<file path="config.mk">
export PLATFORM = sky130hd
export DESIGN_NAME = wca_front
export DESIGN_NICKNAME = d
export VERILOG_FILES = /design/src/wca_pkg.sv /design/src/wca_front.sv
export SDC_FILE = /design/constraint.sdc
export NUM_CORES = 1
export LEC_CHECK = 0
export BUFFER_PORTS_ARGS = -buffer_cell sky130_fd_sc_hd__buf_2
export CORE_AREA = 2 2 71 73
export DETAILED_ROUTE_END_ITERATION = 10
export DIE_AREA = 0 0 73 75
export PLACE_DENSITY = 0.89
export SLEW_MARGIN = 40
export SYNTH_ARGS = -nofsm -noshare
export SYNTH_HDL_FRONTEND = slang
export SYNTH_SLANG_ARGS = --single-unit
export TNS_END_PERCENT = 30
</file>
<file path="constraint.sdc">
create_clock -name vclk -period 1.1
set_input_delay 0 -clock vclk [all_inputs]
set_output_delay 0 -clock vclk [all_outputs]
set_load 0.005 [all_outputs]
</file>
<file path="src/wca_pkg.sv">
`default_nettype none
package wca_pkg;

    localparam int DIMENSIONS  = 4;
    localparam int SAMPLE_BITS = 16;
    localparam int IN_SAMPLES  = 4;
    localparam int WEIGHT_BITS = 16;
    localparam int PAIRS       = DIMENSIONS * (DIMENSIONS + 1) / 2;
    localparam int ACC_N       = PAIRS + DIMENSIONS;
    localparam int ACC_AW      = $clog2(ACC_N);
    localparam int DIM_W       = (DIMENSIONS > 1) ? $clog2(DIMENSIONS) : 1;
    localparam int ADIMS_BITS  = 3;
    localparam int ACC_BITS    = 64;
    localparam int WT_BITS     = 40;
    localparam int TERM_BITS   = 2 * SAMPLE_BITS;
    localparam int PROD_BITS   = TERM_BITS + WEIGHT_BITS;
    localparam int DIV_BITS    = 128;
    localparam int IDX_BITS    = 2;
    localparam int MEAN_BITS   = 24;
    localparam int COV_BITS    = 48;
    localparam int FIFO_DEPTH  = 4;
    localparam int FIFO_AW     = $clog2(FIFO_DEPTH);
    localparam int IN_DATA_W   = IN_SAMPLES * SAMPLE_BITS + WEIGHT_BITS;
    localparam int OUT_FIELD_W = 2 * IDX_BITS + MEAN_BITS + COV_BITS;
    localparam int OUT_DATA_W  = ((OUT_FIELD_W + 7) / 8) * 8;
    localparam int USER_IN_W   = 2;

    localparam logic [1:0] OP_ACC  = 2'd0;
    localparam logic [1:0] OP_CLR  = 2'd1;
    localparam logic [1:0] OP_REP  = 2'd2;
    localparam logic [1:0] OP_NONE = 2'd3;

    localparam logic STATUS_OK    = 1'b0;
    localparam logic STATUS_EMPTY = 1'b1;

    typedef struct packed {
        logic [1:0]                            op;
        logic [DIMENSIONS-1:0][SAMPLE_BITS-1:0] mag;
        logic [DIMENSIONS-1:0]                 neg;
        logic [WEIGHT_BITS-1:0]                weight;
    } t_item;

    typedef struct packed {
        logic                start;
        logic [DIV_BITS-1:0] num;
        logic [WT_BITS-1:0]  den;
    } t_div_req;

    typedef struct packed {
        logic                done;
        logic [DIV_BITS-1:0] quot;
    } t_div_rsp;

    // Row-major slot of pair (i,j), i <= j, over the upper triangle.
    function automatic logic [ACC_AW-1:0] pair_index(input logic [DIM_W-1:0] i,
                                                     input logic [DIM_W-1:0] j);
        int unsigned ii;
        int unsigned jj;
        int unsigned k;
        ii = i;
        jj = j;
        k  = ii * (2 * DIMENSIONS - ii + 1) / 2 + (jj - ii);
        return ACC_AW'(k);
    endfunction

    // Sign and magnitude clamped to a signed field of the given width.
    function automatic logic [63:0] sat_signed(input logic neg,
                                               input logic [DIV_BITS-1:0] q,
                                               input int unsigned bits);
        logic [DIV_BITS-1:0] lim;
        logic [63:0]         res;
        lim = DIV_BITS'(1) << (bits - 1);
        if (neg) begin
            if (q > lim) res = lim[63:0];
            else         res = ~q[63:0] + 64'd1;
        end else begin
            if (q > lim - DIV_BITS'(1)) res = lim[63:0] - 64'd1;
            else                        res = q[63:0];
        end
        return res;
    endfunction

endpackage
`default_nettype wire

</file>
<file path="src/wca_front.sv">
`default_nettype none
module wca_front (
    input  wire                              s_axis_tvalid,
    output logic                             s_axis_tready,
    input  wire [wca_pkg::IN_DATA_W-1:0]     s_axis_tdata,
    input  wire [wca_pkg::USER_IN_W-1:0]     s_axis_tuser,
    input  wire                              i_full,
    output logic                             o_push,
    output wca_pkg::t_item                   o_item
);
    // Take a beat whenever the queue has room; drop the unused action code.
    assign s_axis_tready = !i_full;
    assign o_push = s_axis_tvalid && !i_full && (s_axis_tuser != wca_pkg::OP_NONE);

    always_comb begin
        logic [wca_pkg::SAMPLE_BITS-1:0] x;
        o_item.op     = s_axis_tuser;
        o_item.weight = s_axis_tdata[wca_pkg::IN_SAMPLES*wca_pkg::SAMPLE_BITS +:
                                     wca_pkg::WEIGHT_BITS];
        for (int d = 0; d < wca_pkg::DIMENSIONS; d++) begin
            if (d < wca_pkg::IN_SAMPLES) x = s_axis_tdata[d*wca_pkg::SAMPLE_BITS +:
                                                          wca_pkg::SAMPLE_BITS];
            else                         x = '0;
            o_item.neg[d] = x[wca_pkg::SAMPLE_BITS-1];
            o_item.mag[d] = x[wca_pkg::SAMPLE_BITS-1] ? (~x + 1'b1) : x;
        end
    end
endmodule
`default_nettype wire

</file>
==> impl_metrics.py <==
metrics = {
    "detailed_routing": {
        "vias": 2068,
        "avgViaCountPerCell": 4.983,
        "dr.first_iter.drc_count": 54,
        "dr.pass1.iters": 4,
        "routed_wirelength_um": 5687,
        "ant_nets": 0,
        "drc_errors": 0,
        "wl_per_cell_um": 13.70,
    },
    "logic_synthesis": {
        "syn_area_um2": 1421,
        "syn_inst": 207,
        "synth_cell_types": 29,
        "synth_top_area_share_pct": 30.81,
        "ys_top_cells_by_area": "xnor2_1, buf_4, o21ai_0, o31ai_1, nand2_1",
        "yosysSeqAreaShare_pct": 0,
        "synth_area_per_cell_um2": 6.866,
        "yosysTopAreaCell": "xnor2_1",
        "yosys_warnings": 0,
        "synth_nets": 295,
    },
    "placed_design": {
        "place_hpwl_um": 4324,
        "io_buffers": 140,
        "dp_cells": 412,
        "gp_congestion": 0.8170,
    },
    "floorplanning": {
        "die_x_um": 73,
        "die_area_um2": 5475,
        "die_h_um": 75,
        "rows": 25,
        "coreArea_um2": 4661,
        "start_util_pct": 30.50,
        "io_pins": 172,
    },
    "cells_and_area": {
        "seq_cell_count": 0,
        "final_cell_count_no_fill": 415,
        "area_growth_pct": 90.76,
        "nets": 451,
        "final_layout_size_suffix_gt1_share_pct": 64.54,
        "n_antenna_cell": 0,
        "clock_buffers": 0,
        "n_fill_cell": 403,
        "regArea_um2": 0,
        "final_cell_mix": "buf_2, xnor2_1, buf_4",
        "final_common_cell": "buf_2",
    },
    "timing": {
        "max_freq_mhz": 671.2,
        "slew_headroom_pct": 68.53,
        "fin_crit_sh_pct": 135.4,
        "tightest_slew_ns": 0.4684,
        "rsz0062_at_grt": "yes",
        "maxSlewViolCount": 0,
        "setup_viol": 28,
        "fin_ws_ns": -0.3899,
        "hold_viol": 0,
        "final.min_clock_period_ns": 1.490,
    },
    "worst_setup_path": {
        "end_kind": "output port",
        "crit_path_top_delay_cell": "or3_4",
        "cp_slowest_stage_delay_ns": 0.43,
        "path_cells": "buf_6, or3_4, or3_4, o41ai_4, xnor2_1, buf_2",
        "crit_arrival_ns": 1.49,
        "crit_top_cell": "or3_4",
        "path_class": "in2out",
        "cp_max_fo": 4,
        "crit_path_start_kind": "input pin",
        "cp.required_ns": 1.10,
    },
    "global_routing": {
        "grt_start_max_net_pins": 18,
        "grt_pass1_vias": 1957,
        "antenna_found_initial": 0,
        "gr-total-overflow": 0,
        "use_met1_pct": 18.07,
        "use_met2_pct": 40.14,
        "busiest_layer": "met2",
        "grt_pass1_wl_um": 8335,
        "track_usage_pct": 18.18,
        "met3_usage_pct": 1.874,
    },
    "pwr": {
        "total_power_mw": 1.084,
        "swShare_pct": 46.88,
        "vdd_ir_drop_max_uv": 206.0,
        "p_int_mw": 0.5760,
        "switching_power_mw": 0.5083,
        "powerDensity_nw_per_um2": 399.9,
        "p_seq_share_pct": 0,
        "p_leak_nw": 1.288,
        "clockPowerShare_pct": 0,
        "combPwrFrac_pct": 100.0,
    },
    "run": {
        "max_cap_violations": 0,
    },
    "worst_hold_path": {
        "hold_path_class": "in2out",
    },
    "status": {
        "outcome": "complete, but fails checks",
        "violations": "setup timing",
    },
}
[metal layers]
layer  up-vias  part of all wire, %
met3        10                  5.9
met2        96                   60
met1       947                   33
li1       1015                    -
met4         0                  1.3
met5         -                    0
[metrics by stage]
stage          util (%)  worst slack [ns]  hold slack [ns]  setup TNS, ns  area (µm²)
2_1_floorplan         -          -0.09823          0.03148        -0.4650        1426
3_3_place_gp      49.18           -0.3250       0.00003458         -6.241        2292
3_5_place_dp      49.18           -0.3761       0.00003458         -7.313        2292
4_1_cts           54.42           -0.3421       0.00003458         -4.722        2536
5_1_grt           58.17           -0.4242      0.000008837         -6.864        2711
6_report          58.17           -0.3899      0.000001424         -4.727        2711
[critical path: cells and delay by family]
family,cells,cell delay (ns)
buffers and inverters,2,0.24
AOI/OAI and AO/OA,1,0.26
and+or+nand+nor,2,0.82
xor gates and xnor gates,1,0.17
[cells by family (layout without fill, tap and decap cells)]
| family | Yosys count | in the layout | share of synthesized area, % |
|---|---|---|---|
| fa+ha+maj | 4 | 4 | 3.521 |
| buf+inv | 42 | 196 | 17.96 |
| compound gates | 43 | 43 | 20.86 |
| simple gates | 66 | 66 | 25.62 |
| xor+xnor | 52 | 52 | 32.04 |
[cells in the mapped netlist, types with 2 or more instances]
cell type,instances
a21oi_1,2
o31ai_1,11
or4_4,2
o21ai_0,21
inv_1,12
nor3_1,3
buf_4,26
o41ai_1,5
or4_1,3
nand3_1,2
or3_1,6
ha_1,4
xnor2_1,50
nor4_1,9
xor2_1,2
nor2_1,6
nand2_1,21
nand2b_1,9
clkbuf_1,3
[final timing paths]
path / from / end / cells past startpoint
max: s_axis_tdata[20] / o_item[48] / 6
min: s_axis_tdata[65] / o_item[1] / 0
[what timing repair did]
action | in CTS | in global routing
setup buffers | 2 | 1
hold buffers | 0 | 0
pin swaps | 20 | 14
resized for setup | 50 | 32
endpoints found under the setup margin | 38 | 39
[power groups by stage]
stage               registers (mW)  clock network (mW)  logic [mW]
floorplan                        0                   0       0.445
global placement                 0                   0       0.922
finish                           0                   0        1.08
CTS                              0                   0        1.02
global route                     0                   0        1.19
detailed placement               0                   0       0.947
[final cells by class]
cell class	count	area [µm²]	area share, %
multi-input combinational	165	1488	54.87
inverter	12	45.04	1.661
tap	54	67.56	2.492
timing repair buffer	184	1111	40.98
Power figures use the tool's default switching activity.
