==> src/wca_pkg.sv <==
`default_nettype none
package wca_pkg;

    localparam int DIMENSIONS  = 4;
    localparam int SAMPLE_BITS = 16;
    localparam int IN_SAMPLES  = 4;
    localparam int WEIGHT_BITS = 16;
    localparam int PAIRS       = DIMENSIONS * (DIMENSIONS + 1) / 2;
    localparam int ACC_N       = PAIRS + DIMENSIONS;
    localparam int ACC_AW      = $clog2(ACC_N);
    localparam int DIM_W       = (DIMENSIONS > 1) ? $clog2(DIMENSIONS) : 1;
    localparam int ADIMS_BITS  = 3;
    localparam int ACC_BITS    = 64;
    localparam int WT_BITS     = 40;
    localparam int TERM_BITS   = 2 * SAMPLE_BITS;
    localparam int PROD_BITS   = TERM_BITS + WEIGHT_BITS;
    localparam int DIV_BITS    = 128;
    localparam int IDX_BITS    = 2;
    localparam int MEAN_BITS   = 24;
    localparam int COV_BITS    = 48;
    localparam int FIFO_DEPTH  = 4;
    localparam int FIFO_AW     = $clog2(FIFO_DEPTH);
    localparam int IN_DATA_W   = IN_SAMPLES * SAMPLE_BITS + WEIGHT_BITS;
    localparam int OUT_FIELD_W = 2 * IDX_BITS + MEAN_BITS + COV_BITS;
    localparam int OUT_DATA_W  = ((OUT_FIELD_W + 7) / 8) * 8;
    localparam int USER_IN_W   = 2;

    localparam logic [1:0] OP_ACC  = 2'd0;
    localparam logic [1:0] OP_CLR  = 2'd1;
    localparam logic [1:0] OP_REP  = 2'd2;
    localparam logic [1:0] OP_NONE = 2'd3;

    localparam logic STATUS_OK    = 1'b0;
    localparam logic STATUS_EMPTY = 1'b1;

    typedef struct packed {
        logic [1:0]                            op;
        logic [DIMENSIONS-1:0][SAMPLE_BITS-1:0] mag;
        logic [DIMENSIONS-1:0]                 neg;
        logic [WEIGHT_BITS-1:0]                weight;
    } t_item;

    typedef struct packed {
        logic                start;
        logic [DIV_BITS-1:0] num;
        logic [WT_BITS-1:0]  den;
    } t_div_req;

    typedef struct packed {
        logic                done;
        logic [DIV_BITS-1:0] quot;
    } t_div_rsp;

    // Row-major slot of pair (i,j), i <= j, over the upper triangle.
    function automatic logic [ACC_AW-1:0] pair_index(input logic [DIM_W-1:0] i,
                                                     input logic [DIM_W-1:0] j);
        int unsigned ii;
        int unsigned jj;
        int unsigned k;
        ii = i;
        jj = j;
        k  = ii * (2 * DIMENSIONS - ii + 1) / 2 + (jj - ii);
        return ACC_AW'(k);
    endfunction

    // Sign and magnitude clamped to a signed field of the given width.
    function automatic logic [63:0] sat_signed(input logic neg,
                                               input logic [DIV_BITS-1:0] q,
                                               input int unsigned bits);
        logic [DIV_BITS-1:0] lim;
        logic [63:0]         res;
        lim = DIV_BITS'(1) << (bits - 1);
        if (neg) begin
            if (q > lim) res = lim[63:0];
            else         res = ~q[63:0] + 64'd1;
        end else begin
            if (q > lim - DIV_BITS'(1)) res = lim[63:0] - 64'd1;
            else                        res = q[63:0];
        end
        return res;
    endfunction

endpackage
`default_nettype wire

==> src/wca_fifo.sv <==
`default_nettype none
module wca_fifo (
    input  wire                  i_clk,
    input  wire                  i_rst_n,
    input  wire                  i_push,
    input  wca_pkg::t_item       i_data,
    output logic                 o_full,
    input  wire                  i_pop,
    output logic                 o_empty,
    output wca_pkg::t_item       o_data
);
    wca_pkg::t_item                r_mem [wca_pkg::FIFO_DEPTH];
    logic [wca_pkg::FIFO_AW-1:0]   r_wptr;
    logic [wca_pkg::FIFO_AW-1:0]   r_rptr;
    logic [wca_pkg::FIFO_AW:0]     r_count;

    assign o_full  = (r_count == (wca_pkg::FIFO_AW + 1)'(wca_pkg::FIFO_DEPTH));
    assign o_empty = (r_count == '0);
    assign o_data  = r_mem[r_rptr];

    always_ff @(posedge i_clk) begin
        if (i_push && !o_full) begin
            r_mem[r_wptr] <= i_data;
        end
    end

    always_ff @(posedge i_clk) begin
        if (!i_rst_n) begin
            r_wptr  <= '0;
            r_rptr  <= '0;
            r_count <= '0;
        end else begin
            if (i_push && !o_full) r_wptr <= r_wptr + 1'b1;
            if (i_pop && !o_empty) r_rptr <= r_rptr + 1'b1;
            if ((i_push && !o_full) && !(i_pop && !o_empty)) r_count <= r_count + 1'b1;
            else if (!(i_push && !o_full) && (i_pop && !o_empty)) r_count <= r_count - 1'b1;
        end
    end
endmodule
`default_nettype wire

==> config.mk <==
export PLATFORM = sky130hd
export DESIGN_NAME = wca_fifo
export DESIGN_NICKNAME = d
export VERILOG_FILES = /design/src/wca_pkg.sv /design/src/wca_fifo.sv
export SDC_FILE = /design/constraint.sdc
export NUM_CORES = 1
export LEC_CHECK = 0
export BUFFER_PORTS_ARGS = -buffer_cell sky130_fd_sc_hd__buf_2
export CAP_MARGIN = 20
export CORE_MARGIN = 4
export CORE_UTILIZATION = 61
export CTS_CLUSTER_SIZE = 10
export DETAILED_ROUTE_END_ITERATION = 10
export PLACE_DENSITY = 0.84
export SLEW_MARGIN = 20
export SYNTH_ARGS = -nofsm -noshare
export SYNTH_HDL_FRONTEND = slang
export SYNTH_SLANG_ARGS = --single-unit
==> constraint.sdc <==
create_clock -name i_clk -period 9.98 [get_ports i_clk]
set_input_delay 0.998 -clock i_clk [delete_from_list [all_inputs] [get_ports i_clk]]
set_output_delay 0.998 -clock i_clk [all_outputs]
set_load 0.02 [all_outputs]
==> summary.txt <==
Floorplan
  • Initial Util: 62.8%
  • Rows: 52
  • Chip Height: 154 um
  • Core area: 0.0206 sq mm
  • Die footprint: 0.0236 sq mm
  • Io pins: 178
  • Die X: 154 um

Synthesis
  • Net Count, Synth: 594
  • Most common cell in the synthesized netlist: edfxtp_1
  • Yosys warns: 0
  • Post-Syn Area: 0.0129 sq mm
  • Post-Synthesis Cells: 498
  • Synth Area per Inst: 25.9 sq um
  • Top-area cell type share of the netlist area: 80.0%
  • Ys async rst share: 0%
  • Synth area leader: edfxtp_1
  • Post-synth cell types: 23
  • Seq/Total Area, Yosys: 81.4%
  • Synth top cells by count: 344 x edfxtp_1, 86 x mux4_2, 10 x buf_2
  • Seq cells post-synth: 353
  • Post-synth EDFFs: 344
  • Dominant synthesized flop cell: edfxtp_1
  • Area contributors post-synth: edfxtp_1 80%, mux4_2 15%, dfxtp_1 1.4%

Drt
  • Iter 0 DRT Violations: 473
  • Detailed-route via count: 5908
  • Post-route ant nets: 0
  • DRC: 0
  • Post-DR wirelength/cell: 24.7 um
  • WL final: 24300 um
  • Detailed-router iteration count before antenna repair: 4
  • Vias/cell: 6.00

Clock tree
  • H-tree lvl count: 2
  • Postcts setup bufs: 0
  • CTS Root Cell: clkbuf_16
  • CTS max path bufs: 3
  • CTS tree: yes
  • Clock Latency Late Sink: 0.50 ns
  • Clock tree sinks: 353
  • Cts repair resizes: 0
  • CTS clk-pin slew, worst paths: 0.05 ns
  • Num CTS Buffers: 41
  • Hold buffers post-CTS: 0

Timing
  • Final Slew Violations: 0
  • Minimum clock period: 4.06 ns
  • Max_slew headroom: 37.8%
  • Final clock skew: 0.0151 ns
  • Final Hold Viols: 0
  • Final worst-path cycle share: 40.6%
  • RSZ-0062 raised after global routing: false
  • Hold slack: 0.516 ns
  • Fmax: 246 MHz
  • Setup ws final: 5.92 ns
  • Setup-failing EPs final: 0
  • Setup_tns: 0 ns
  • Worst slew pin tran: 0.933 ns

Setup path
  • Crit path DAT: 3.06 ns
  • Crit Path Class: reg -> out
  • CP Max Fanout: 48
  • Crit. End Element: primary output
  • Startpoint types: flip-flop
  • Req. time, crit path: 8.98 ns

Place
  • IO Port Bufs: 177
  • Final RePlAce weighted congestion: 0.745
  • Pre-CTS WS: 6.30 ns
  • Dpl hpwl: 14000 um

Pwr
  • Pwr Density: 274 mW/mm^2
  • P_leak: 5.10 nW
  • Worst VDD drop: 0.164 mV

Flow run
  • Max-cap violations: 0

Global routing
  • Number of global-route vias before repair: 6354
  • Pin count of the biggest net entering global routing: 59
  • Total global routing overflow: 0
  • Total global-route track usage: 20.7%
  • First-pass GRT wire length: 37300 um
  • Initial antenna violation count: 3

Run status
  • Status: finished clean

Final layout
  • Nets: 798
  • Syn-to-layout area delta: 17.5%
  • Filler Cells Inserted: 1177
  • Share of cells above drive strength 1: 44.9%

Hold path
  • HP Class: reg -> reg
==> cells in the final DEF (no fill, tap or decap), types with 2 or more instances in the layout <==
cell type  synthesis  routed
ha_1               5       5
buf_4              0       6
clkbuf_1           6       9
inv_1              3       3
nand2_1            4       4
and2_4             0       4
dfxtp_4            0       2
dfxtp_1            9       7
nor2b_1            2       2
xnor2_1            3       3
mux2i_1            3       3
and2_1             8       4
mux4_2            86      86
clkbuf_16          0      43
edfxtp_1         344     344
diode_2            0       2
buf_2             10     177
==> worst max-delay path, stage by stage (launching register included) <==
cell	delay, ns
dfxtp_4	0.84
buf_4	0.86
mux4_2	0.64
buf_2	0.18
==> where the power goes <==
group | total (mW) | internal, mW | switching [mW]
sequential | 1.90 | 1.80 | 0.0939
clock | 1.30 | 0.793 | 0.503
combinational | 0.958 | 0.415 | 0.543
total | 4.15 | 3.01 | 1.14
==> metal layers <==
metal  track usage, %  vias to the layer above  share of wire [%]
li1                 -                     2531                  -
met1             28.4                     3064                 38
met2             34.8                      267                 53
met3             5.00                       40                7.8
met4             4.46                        6                1.4
met5                0                        -               0.14
==> metrics by stage <==
step	utilization [%]	power [mW]	cells	area, sq um
5_1_grt	73.8	4.33	983	15200
3_5_place_dp	68.2	2.90	929	14000
3_3_place_gp	68.2	2.87	929	14000
6_report	73.8	4.15	985	15200
4_1_cts	73.8	4.21	983	15200
2_1_floorplan	-	2.63	498	12900
==> flip-flops by register name, summed over array words and instances, names as in the netlist, named ones only <==
signal,cells
r_rptr,2
r_count,3
r_wptr,2
r_mem,344
==> kinds of logic after synthesis <==
kind of cell             synth area share [%]
AO/OA/AOI/OAI                           0.223
XOR/XNOR                                0.271
adder cells (fa/ha/maj)                 0.639
buffers and inverters                    1.51
flip-flops                               81.4
multiplexers                             15.2
AND/OR/NAND/NOR                         0.746
==> path summary, 6_finish.rpt <==
check | start | end | slack, ns | depth (start not counted)
worst min register to register | r_wptr[1]$_SDFFE_PN0P_ | r_wptr[1]$_SDFFE_PN0P_ | 0.52 | 2
worst min-delay path | r_wptr[1]$_SDFFE_PN0P_ | r_wptr[1]$_SDFFE_PN0P_ | 0.52 | 2
worst max register to register | r_count[0]$_SDFFE_PN0P_ | r_mem[0][51]$_DFFE_PP_ | 7.13 | 4
worst max-delay path | flip-flop | o_data[47] | 5.92 | 3
==> final cells by class <==
type | count | area, sq um | area share [%]
sequential | 353 | 10500 | 69.3
multi-input combinational | 120 | 2220 | 14.6
clock buffer | 52 | 1110 | 7.32
timing repair buffer | 183 | 931 | 6.14
tap | 270 | 338 | 2.23
clock inverter | 2 | 38.8 | 0.256
inverter | 3 | 11.3 | 0.0742
antenna | 2 | 5.00 | 0.0330
Note: power is estimated with default switching activity, not from simulation.
